--- config.mk ---
export PLATFORM = sky130hd
export DESIGN_NAME = block_transfer_address_sequencer_core
export DESIGN_NICKNAME = d
export VERILOG_FILES = /design/src/rtl/btas_pkg.sv /design/src/rtl/btas_datapath.sv /design/src/rtl/btas_controller.sv /design/src/rtl/block_transfer_address_sequencer_core.sv
export VERILOG_INCLUDE_DIRS = /design/src /design/src/rtl
export SDC_FILE = /design/constraint.sdc
export NUM_CORES = 1
export LEC_CHECK = 0
export ABC_AREA = 1
export BUFFER_PORTS_ARGS = -buffer_cell sky130_fd_sc_hd__buf_4
export CAP_MARGIN = 0
export CORE_MARGIN = 5
export CORE_UTILIZATION = 35
export CTS_BUF_LIST = sky130_fd_sc_hd__clkbuf_8
export CTS_CLUSTER_SIZE = 25
export DETAILED_ROUTE_END_ITERATION = 7
export SLEW_MARGIN = 30
export SYNTH_ARGS = -nofsm -noshare
export SYNTH_HDL_FRONTEND = slang
export SYNTH_SLANG_ARGS = --single-unit
--- constraint.sdc ---
create_clock -name clk -period 13.22 [get_ports clk]
set_input_delay 1.322 -clock clk [delete_from_list [all_inputs] [get_ports clk]]
set_output_delay 1.322 -clock clk [all_outputs]
set_load 0.01 [all_outputs]
--- src/rtl/assert_macros.svh ---
// Assertion helpers for the RTL files; btas_controller includes them.
`ifndef ASSERT_MACROS_SVH
`define ASSERT_MACROS_SVH

// Check a property at every rising clock edge outside reset.
`define ASSERT_AT(lbl, clk, rst_n, prop, msg) \
	lbl: assert property (@(posedge clk) disable iff (!rst_n) (prop)) else $error(msg);

// Check that a condition leads to a consequence in the next cycle.
`define ASSERT_NEXT(lbl, clk, rst_n, ante, cons, msg) \
	lbl: assert property (@(posedge clk) disable iff (!rst_n) (ante) |=> (cons)) \
		else $error(msg);

`endif

--- src/rtl/btas_pkg.sv ---
`timescale 1ns / 1ps
`default_nettype none

package btas_pkg;

	localparam int LIST_BITS = 16;
	localparam int IDX_W     = 4;
	localparam int CNT_W     = 5;
	localparam int ADDR_W    = 32;

	typedef enum logic [1:0] {
		ST_IDLE,
		ST_SETUP,
		ST_EMIT
	} state_t;

	// Commands from the controller to the datapath.
	typedef struct packed {
		logic load_item;
		logic setup;
		logic emit;
	} cmd_t;

	// Status from the datapath to the controller.
	typedef struct packed {
		logic final_pick;
	} status_t;

endpackage

`default_nettype wire

--- src/rtl/btas_datapath.sv ---
`timescale 1ns / 1ps
`default_nettype none

module btas_datapath (
	input  wire              clk,
	input  btas_pkg::cmd_t    cmd,
	output btas_pkg::status_t status,
	input  wire              pre_index,
	input  wire              increment,
	input  wire              status_bit,
	input  wire              writeback,
	input  wire              load,
	input  wire [3:0]        base_reg,
	input  wire [15:0]       reg_list,
	input  wire [31:0]       base_value,
	output logic             transfer_valid,
	output logic [3:0]       reg_index,
	output logic [31:0]      address,
	output logic             is_load,
	output logic             align_pc,
	output logic             writeback_valid,
	output logic [3:0]       writeback_reg,
	output logic [31:0]      writeback_value,
	output logic             restore_status,
	output logic             last
);
	import btas_pkg::*;

	localparam logic [IDX_W-1:0] PC_INDEX = 4'd15;

	logic                 pre_q, up_q, sbit_q, wb_q, ld_q, pc_listed_q;
	logic [IDX_W-1:0]     breg_q;
	logic [LIST_BITS-1:0] rem_q;
	logic [ADDR_W-1:0]    base_q, addr_q, wval_q;
	logic [CNT_W-1:0]     count_q;

	logic [CNT_W-1:0]     count_d;
	logic [ADDR_W-1:0]    span;
	logic [IDX_W-1:0]     pick_idx;
	logic                 rem_zero;
	logic [LIST_BITS-1:0] rem_next;

	// Count listed registers.
	always_comb begin
		count_d = '0;
		for (int i = 0; i < LIST_BITS; i++) begin
			count_d = count_d + CNT_W'(reg_list[i]);
		end
	end

	// Lowest remaining register.
	always_comb begin
		pick_idx = '0;
		for (int i = LIST_BITS - 1; i >= 0; i--) begin
			if (rem_q[i]) begin
				pick_idx = IDX_W'(i);
			end
		end
	end

	assign span     = {{(ADDR_W - CNT_W - 2){1'b0}}, count_q, 2'b00};
	assign rem_zero = (rem_q == '0);
	assign rem_next = rem_q & (rem_q - LIST_BITS'(1));

	assign status.final_pick = (rem_next == '0);

	always_ff @(posedge clk) begin
		if (cmd.load_item) begin
			pre_q       <= pre_index;
			up_q        <= increment;
			sbit_q      <= status_bit;
			wb_q        <= writeback;
			ld_q        <= load;
			breg_q      <= base_reg;
			rem_q       <= reg_list;
			pc_listed_q <= reg_list[PC_INDEX];
			base_q      <= base_value;
			count_q     <= count_d;
		end else if (cmd.setup) begin
			if (up_q) begin
				addr_q <= pre_q ? base_q + 32'd4 : base_q;
				wval_q <= base_q + span;
			end else begin
				addr_q <= pre_q ? base_q - span : base_q - span + 32'd4;
				wval_q <= base_q - span;
			end
		end else if (cmd.emit) begin
			rem_q  <= rem_next;
			addr_q <= addr_q + 32'd4;
		end
	end

	// Output register: load one result per emit.
	always_ff @(posedge clk) begin
		if (cmd.emit) begin
			writeback_reg   <= status.final_pick ? breg_q : '0;
			writeback_valid <= status.final_pick ? wb_q : 1'b0;
			writeback_value <= status.final_pick ? wval_q : '0;
			last            <= status.final_pick;
			if (rem_zero) begin
				transfer_valid <= 1'b0;
				reg_index      <= '0;
				address        <= '0;
				is_load        <= 1'b0;
				align_pc       <= 1'b0;
				restore_status <= 1'b0;
			end else begin
				transfer_valid <= 1'b1;
				reg_index      <= pick_idx;
				address        <= addr_q;
				is_load        <= ld_q;
				align_pc       <= ld_q && (pick_idx == PC_INDEX);
				restore_status <= status.final_pick && ld_q && sbit_q && pc_listed_q;
			end
		end
	end

endmodule

`default_nettype wire

--- src/rtl/btas_controller.sv ---
`timescale 1ns / 1ps
`default_nettype none
`include "assert_macros.svh"

module btas_controller (
	input  wire               clk,
	input  wire               arst_n,
	input  wire               in_valid,
	output logic              in_stall,
	output logic              out_valid,
	input  wire               out_stall,
	output btas_pkg::cmd_t    cmd,
	input  btas_pkg::status_t status
);
	import btas_pkg::*;

	state_t state_q, state_d;
	logic   out_valid_q;
	logic   out_free;

	assign out_free  = !out_valid_q || !out_stall;
	assign out_valid = out_valid_q;

	always_comb begin
		state_d = state_q;
		unique case (state_q)
			ST_IDLE:  if (in_valid) state_d = ST_SETUP;
			ST_SETUP: state_d = ST_EMIT;
			ST_EMIT:  if (out_free && status.final_pick) state_d = ST_IDLE;
			default:  state_d = ST_IDLE;
		endcase
	end

	always_comb begin
		in_stall      = 1'b1;
		cmd.load_item = 1'b0;
		cmd.setup     = 1'b0;
		cmd.emit      = 1'b0;
		unique case (state_q)
			ST_IDLE: begin
				in_stall      = 1'b0;
				cmd.load_item = in_valid;
			end
			ST_SETUP: cmd.setup = 1'b1;
			ST_EMIT:  cmd.emit  = out_free;
			default:  in_stall  = 1'b1;
		endcase
	end

	always_ff @(posedge clk or negedge arst_n) begin
		if (!arst_n) begin
			state_q     <= ST_IDLE;
			out_valid_q <= 1'b0;
		end else begin
			state_q <= state_d;
			if (cmd.emit) begin
				out_valid_q <= 1'b1;
			end else if (!out_stall) begin
				out_valid_q <= 1'b0;
			end
		end
	end

	`ASSERT_NEXT(a_accept_setup, clk, arst_n, in_valid && !in_stall, state_q == ST_SETUP, "accepted transaction did not enter setup")
	`ASSERT_NEXT(a_setup_emit, clk, arst_n, state_q == ST_SETUP, state_q == ST_EMIT, "setup did not advance to emit")
	`ASSERT_AT(a_no_overwrite, clk, arst_n, !cmd.emit || !out_valid_q || !out_stall, "held result overwritten")

endmodule

`default_nettype wire

--- src/rtl/block_transfer_address_sequencer_core.sv ---
`timescale 1ns / 1ps
`default_nettype none

// Block-transfer address sequencer: takes one decoded load/store-multiple
// transaction with its base register value and emits one result per listed
// register, lowest register first, at word addresses rising by 4 from the start
// address of the chosen mode (increment/decrement, before/after). The last
// result carries the base writeback and the status-restore flag; an empty list
// gives a single result with transfer_valid low. Sequence: a transaction is
// accepted, its addresses are set up, then max(n,1) results follow at one per
// cycle, while the output is not stalled, into a single output register. The
// rate is set by that output register, which takes one result per cycle unless
// out_stall holds a valid result in it. in_stall stays high after acceptance
// until the last result is loaded into the output register.
module block_transfer_address_sequencer_core (
	input  wire        clk,
	input  wire        arst_n,
	input  wire        in_valid,
	output logic       in_stall,
	input  wire        pre_index,
	input  wire        increment,
	input  wire        status_bit,
	input  wire        writeback,
	input  wire        load,
	input  wire [3:0]  base_reg,
	input  wire [15:0] reg_list,
	input  wire [31:0] base_value,
	output logic       out_valid,
	input  wire        out_stall,
	output logic       transfer_valid,
	output logic [3:0] reg_index,
	output logic [31:0] address,
	output logic       is_load,
	output logic       align_pc,
	output logic       writeback_valid,
	output logic [3:0] writeback_reg,
	output logic [31:0] writeback_value,
	output logic       restore_status,
	output logic       last
);
	import btas_pkg::*;

	cmd_t    cmd;
	status_t status;

	// Sequence the transaction: accept, set up addresses, emit results.
	btas_controller u_ctrl (
		.clk       (clk),
		.arst_n    (arst_n),
		.in_valid  (in_valid),
		.in_stall  (in_stall),
		.out_valid (out_valid),
		.out_stall (out_stall),
		.cmd       (cmd),
		.status    (status)
	);

	// Hold the transaction, walk the register list, and drive the result fields.
	btas_datapath u_dp (
		.clk             (clk),
		.cmd             (cmd),
		.status          (status),
		.pre_index       (pre_index),
		.increment       (increment),
		.status_bit      (status_bit),
		.writeback       (writeback),
		.load            (load),
		.base_reg        (base_reg),
		.reg_list        (reg_list),
		.base_value      (base_value),
		.transfer_valid  (transfer_valid),
		.reg_index       (reg_index),
		.address         (address),
		.is_load         (is_load),
		.align_pc        (align_pc),
		.writeback_valid (writeback_valid),
		.writeback_reg   (writeback_reg),
		.writeback_value (writeback_value),
		.restore_status  (restore_status),
		.last            (last)
	);

endmodule

`default_nettype wire
# Yosys cells after proc, flatten, opt, wreduce, memory -nomap -nowiden
# Cells that the tools add are included.
# Widths: inputs -> output; s select.
word_totals:
  regBits: 208
  latchBits: 0
  ram_bits: 0
  rom_bits: 0
  in_bits: 61
  wordCells: 106
  n_memories: 0
op_classes:
  n_addsub: 21
  mul: 0
  div: 0
  magnitude_cmp: 0
  eq_ne: 7
  shifts: 0
  n_mux: 35
  bitwise: 2
  reduce_logical: 17
op_table:
  columns: ["operator", "count"]
  rows:
  - ["$mux 32", 6]
  - ["$add 32x3->32 const B", 3]
  - ["$add 5x1->5", 14]
  - ["$mux 4", 16]
  - ["$mux 16", 3]
  - ["$add 32x7->32", 1]
  - ["$logic_not 16->1", 2]
  - ["$sub 32x7->32", 1]
  - ["$and 16x16->16", 1]
  - ["$sub 16x1->16 const B", 1]
  - ["$reduce_and 2->1", 4]
  - ["$mux 1", 7]
  - ["$ne 2x1->1 const B", 3]
  - ["$pmux 2 s3", 1]
  - ["$logic_and 1x1->1", 5]
  - ["$eq 4x4->1 const B", 1]
  - ["$mux 2", 2]
  - ["$reduce_bool 2->1", 2]
  - ["$add 1x1->2", 1]
  - ["$eq 2x1->1 const B", 1]
  - ["$eq 2x2->1 const B", 1]
  - ["$logic_not 1->1", 2]
  - ["$logic_not 2->1", 1]
  - ["$ne 2x2->1 const B", 1]
  - ["2 further kinds", 2]

# Depth between registers and ports, before layout
logic_depth:
  word_depth: 18
  depth_mapped: 22
  ltp_nobuf: 22

# Cells and area by module
# Synthesis repeated with hierarchy kept, for this count alone.
unflattened:
  hier_cells: 1593
  hier_area_um2: 13192.7
modules_own_cells:
  columns: ["module", "n_inst", "cells_each", "area_each_um2", "seq_area_each_um2"]
  rows:
  - ["btas_datapath", 1, 1573, 13046.3, 6155.9]
  - ["btas_controller", 1, 20, 146.4, 75.1]

# Least setup slack after synthesis
# No wires, ideal clock.
synth_timing:
  kind: "input to register"
  start: "input out_stall"
  end: "register u_dp.addr_q[10], enable pin"
  t_arrival_ps: 5836
  setup_slack_ps: 6997
  stages: 5
  n_path_buf: 0
  path_cell_list: "nand2_1 -> inv_1 -> nor2_1 -> inv_1 -> nand2_1"
synth_rtl:
  columns: ["item", "line_no", "text"]
  rows:
  - ["start, declared", "block_transfer_address_sequencer_core.sv:29", "input wire out_stall,"]
  - ["end signal, assigned", "btas_datapath.sv:81", "addr_q <= pre_q ? base_q + 32'd4 : base_q;"]
  - ["end signal, assigned", "btas_datapath.sv:84", "addr_q <= pre_q ? base_q - span : base_q - span + 32'd4;"]
  - ["end signal, assigned", "btas_datapath.sv:89", "addr_q <= addr_q + 32'd4;"]
  - ["end, declared", "btas_datapath.sv:34", "logic [ADDR_W-1:0] base_q, addr_q, wval_q;"]

# Final worst setup path
layout_timing:
  start: "input reg_list[0]"
  end: "register u_dp.count_q[1], data pin"
layout_between:
  elab_chain_len: 15
layout_lines:
  columns: ["item", "line_no", "text"]
  rows:
  - ["start, declared", "block_transfer_address_sequencer_core.sv:26", "input wire [15:0] reg_list,"]
  - ["$add 1x1->2", "btas_datapath.sv:47", "count_d = count_d + CNT_W'(reg_list[i]);"]
  - ["$add 5x1->5 (14 in series)", "btas_datapath.sv:47", null]
  - ["net u_dp.count_d[1]", "btas_datapath.sv:37", "logic [CNT_W-1:0] count_d;"]
  - ["end signal, assigned", "btas_datapath.sv:78", "count_q <= count_d;"]
  - ["end, declared", "btas_datapath.sv:35", "logic [CNT_W-1:0] count_q;"]
# The timed path passes the listed nets, and every way through them passes these cells.
# A chain may end at the register's enable or synchronous reset.

==> flow_summary.yaml <==
global_routing:
  grt_start_max_net_pins: 78
  grtUsageMet1_pct: 26.5
  grt_first_pass_wirelength_mm: 58.0
  track_usage_pct: 17.8
  top_usage_layer: "met2"
  overflow: 0
  grt_pass1_vias: 10400
  grt_use_met3_pct: 3.01
  grt_antenna_before_repair: 0
  use_met2_pct: 26.6
clock_tree:
  clk_path_buf_depth: 3
  numClockSinks: 208
  post_cts_buffers: 0
  ctsHoldBuffers: 0
  clock_latency_ns: 0.59
  root_buffer: "clkbuf_8"
  htree_num_levels: 2
  path_clk_slew_ns: 0.06
  tritoncts: "yes"
  post_cts_resize_count: 0
  numCtsBuffers: 38
yosys:
  netlist_instances: 1562
  ys.flop_type: "edfxtp_1"
  ys_seq_area_share_pct: 47.7
  synth.distinct_cells: 56
  synthesis.nets: 1653
  synth-seq-cells: 208
  synthArstFlopShare_pct: 1.44
  synth_edf_count: 205
  syn_area_per_cell_um2: 8.37
  synth_area_um2: 13100
  ys_warn_count: 0
power:
  power.total_mw: 1.49
  cellLeakagePower_nw: 6.58
  power_switching_uw: 351
  swShare_pct: 23.5
  clkPwrFrac_pct: 40.6
  p_int_mw: 1.14
  ir_drop_uv: 58.2
  p_comb_share_pct: 8.5
  powerDensity_nw_per_um2: 97.7
  power_frac_seq_pct: 50.8
hold_path:
  worstHoldPathType: "flop to flop"
sta:
  worst_pin_slew_ns: 0.965
  final-max-slew-violation-count: 0
  finalSetupViolations: 0
  rsz0062_at_grt: "no"
  min_period_ns: 4.23
  hold_viol: 0
  relSlewSlack_pct: 35.7
  fmax_mhz: 237
  fin_worst_skew_ns: 0.0291
  fin_tns_setup_ns: 0
  fin_crit_sh_pct: 32.0
die:
  coreArea_um2: 36700
  die_w_um: 203
  io_pins: 141
  start_util_pct: 35.6
  num_rows: 70
  die_h_um: 203
  fp.dieArea_um2: 41300
route:
  drt_iter0_markers: 933
  drtPass1Iterations: 5
  via_per_inst: 4.85
  drc_errors: 0
  wl_per_cell_um: 16.6
  drtAntennaViolNets: 0
  vias: 10700
  route.final.wire_length_mm: 36.5
finish:
  area_growth_pct: 17.1
  layout_common_cells: "324 x nand2_1, 244 x inv_1, 225 x nor2_1, 205 x edfxtp_1, 146 x buf_4"
  finalNonFillerCells: 2201
  final_common_cell: "nand2_1"
  final_area_um2: 15300
  fin_nets: 1795
  num_antenna_cells: 0
  drive_gt1_share_pct: 19.3
worst_setup_path:
  arrival_ns: 4.68
  cp_max_fo: 2
  worstSetupPathType: "input pin to flop"
  worst_setup_path_end_kind: "flop"
  crit_required_ns: 13.67
  start_kind: "input pin"
job:
  drv_cap: 0
place:
  place_inst: 2132
  port_buffers: 140
  dpl_cell_area_um2: 14500
  gp_congestion: 0.944
  post-dp-hpwl_mm: 28.2
outcome:
  outcome: "completed"
-- synth_stat cells, drive strengths merged, types with 2 or more instances --
master / n / area, um^2
and2: 2 / 12.5
fa: 12 / 240
edfxtp: 205 / 6160
o21ai: 93 / 465
o22ai: 3 / 18.8
o21bai: 4 / 30.0
dfrtp: 3 / 75.1
nor4: 6 / 43.8
nand2: 365 / 1520
buf: 19 / 140
clkbuf: 25 / 93.8
clkinv: 3 / 12.5
xor2: 45 / 420
a31oi: 9 / 56.3
nor3: 33 / 233
a21boi: 2 / 15.0
inv: 251 / 947
a21oi: 42 / 236
ha: 18 / 225
or2: 4 / 25.0
a31o: 2 / 17.5
o21a: 2 / 15.0
o211ai: 3 / 22.5
nand3b: 3 / 22.5
nand3: 103 / 561
nand4: 31 / 209
nor2: 266 / 1190
o31ai: 3 / 22.5
-- layer usage --
layer	wire [um]	share of wire, %
met1	17900	49
met2	15800	43
met3	2060	5.6
met4	735	2.0
met5	0	0
-- cell families (layout without fill, tap and decap cells) --
logic type	Yosys count	count (layout)	share of synthesized area [%]
DFF	208	208	47.7
adders and majority gates	30	30	3.56
xor gates and xnor gates	46	46	3.28
and+or+nand+nor	814	814	29.3
AOI/OAI and AO/OA	166	166	7.08
buffers and inverters	298	469	9.14
-- critical path: stages --
cell and delay, ns:
buf_4 0.11, ha_1 0.27, inv_1 0.07, fa_1 0.43
fa_1 0.56, fa_1 0.44, fa_1 0.50, inv_1 0.05
fa_1 0.38, inv_1 0.08, fa_1 0.41, inv_1 0.06
-- through the flow --
stage / setup slack, ns / hold WS (ns) / utilization, %
after floorplan: 7.00 / 0.426 / -
after global placement: 8.41 / 0.443 / 39.6
after detailed placement: 8.40 / 0.450 / 39.6
after CTS: 9.03 / 0.462 / 41.7
after global routing: 8.92 / 0.477 / 41.7
final: 8.99 / 0.459 / 41.7
-- worst paths after layout --
path | from | end | slack (ns) | cells after the start
min in group asynchronous | arst_n | u_ctrl.state_q[0]$_DFFE_PN0P_ | 0.51 | 1
min | u_dp.base_q[1]$_DFFE_PP_ | u_dp.wval_q[1]$_DFFE_PP_ | 0.46 | 0
max in group asynchronous | arst_n | u_ctrl.state_q[1]$_DFFE_PN0P_ | 12.61 | 1
max | reg_list[0] | u_dp.count_q[1]$_DFFE_PP_ | 8.99 | 12
max reg2reg | u_dp.base_q[2]$_DFFE_PP_ | u_dp.addr_q[22]$_DFFE_PP_ | 9.86 | 21
min reg2reg | u_dp.base_q[1]$_DFFE_PP_ | u_dp.wval_q[1]$_DFFE_PP_ | 0.46 | 0
-- power groups by stage --
stage / Sequential [mW] / Combinational (mW) / Clock, mW
2_1_floorplan: 0.778 / 0.0719 / 0
3_3_place_gp: 0.773 / 0.125 / 0
3_5_place_dp: 0.774 / 0.129 / 0
4_1_cts: 0.760 / 0.131 / 0.631
5_1_grt: 0.762 / 0.147 / 0.661
6_report: 0.760 / 0.127 / 0.608
-- final cells by class --
cell class              count  area (um^2)
clock inverters            30          214
well taps                 468          586
inverters                 254          960
fillers                  3671        21400
repair buffers            146         1100
multi-input cells        1056         5670
clock buffers              39          537
flip-flops and latches    208         6230
Power figures use the tool's default switching activity.
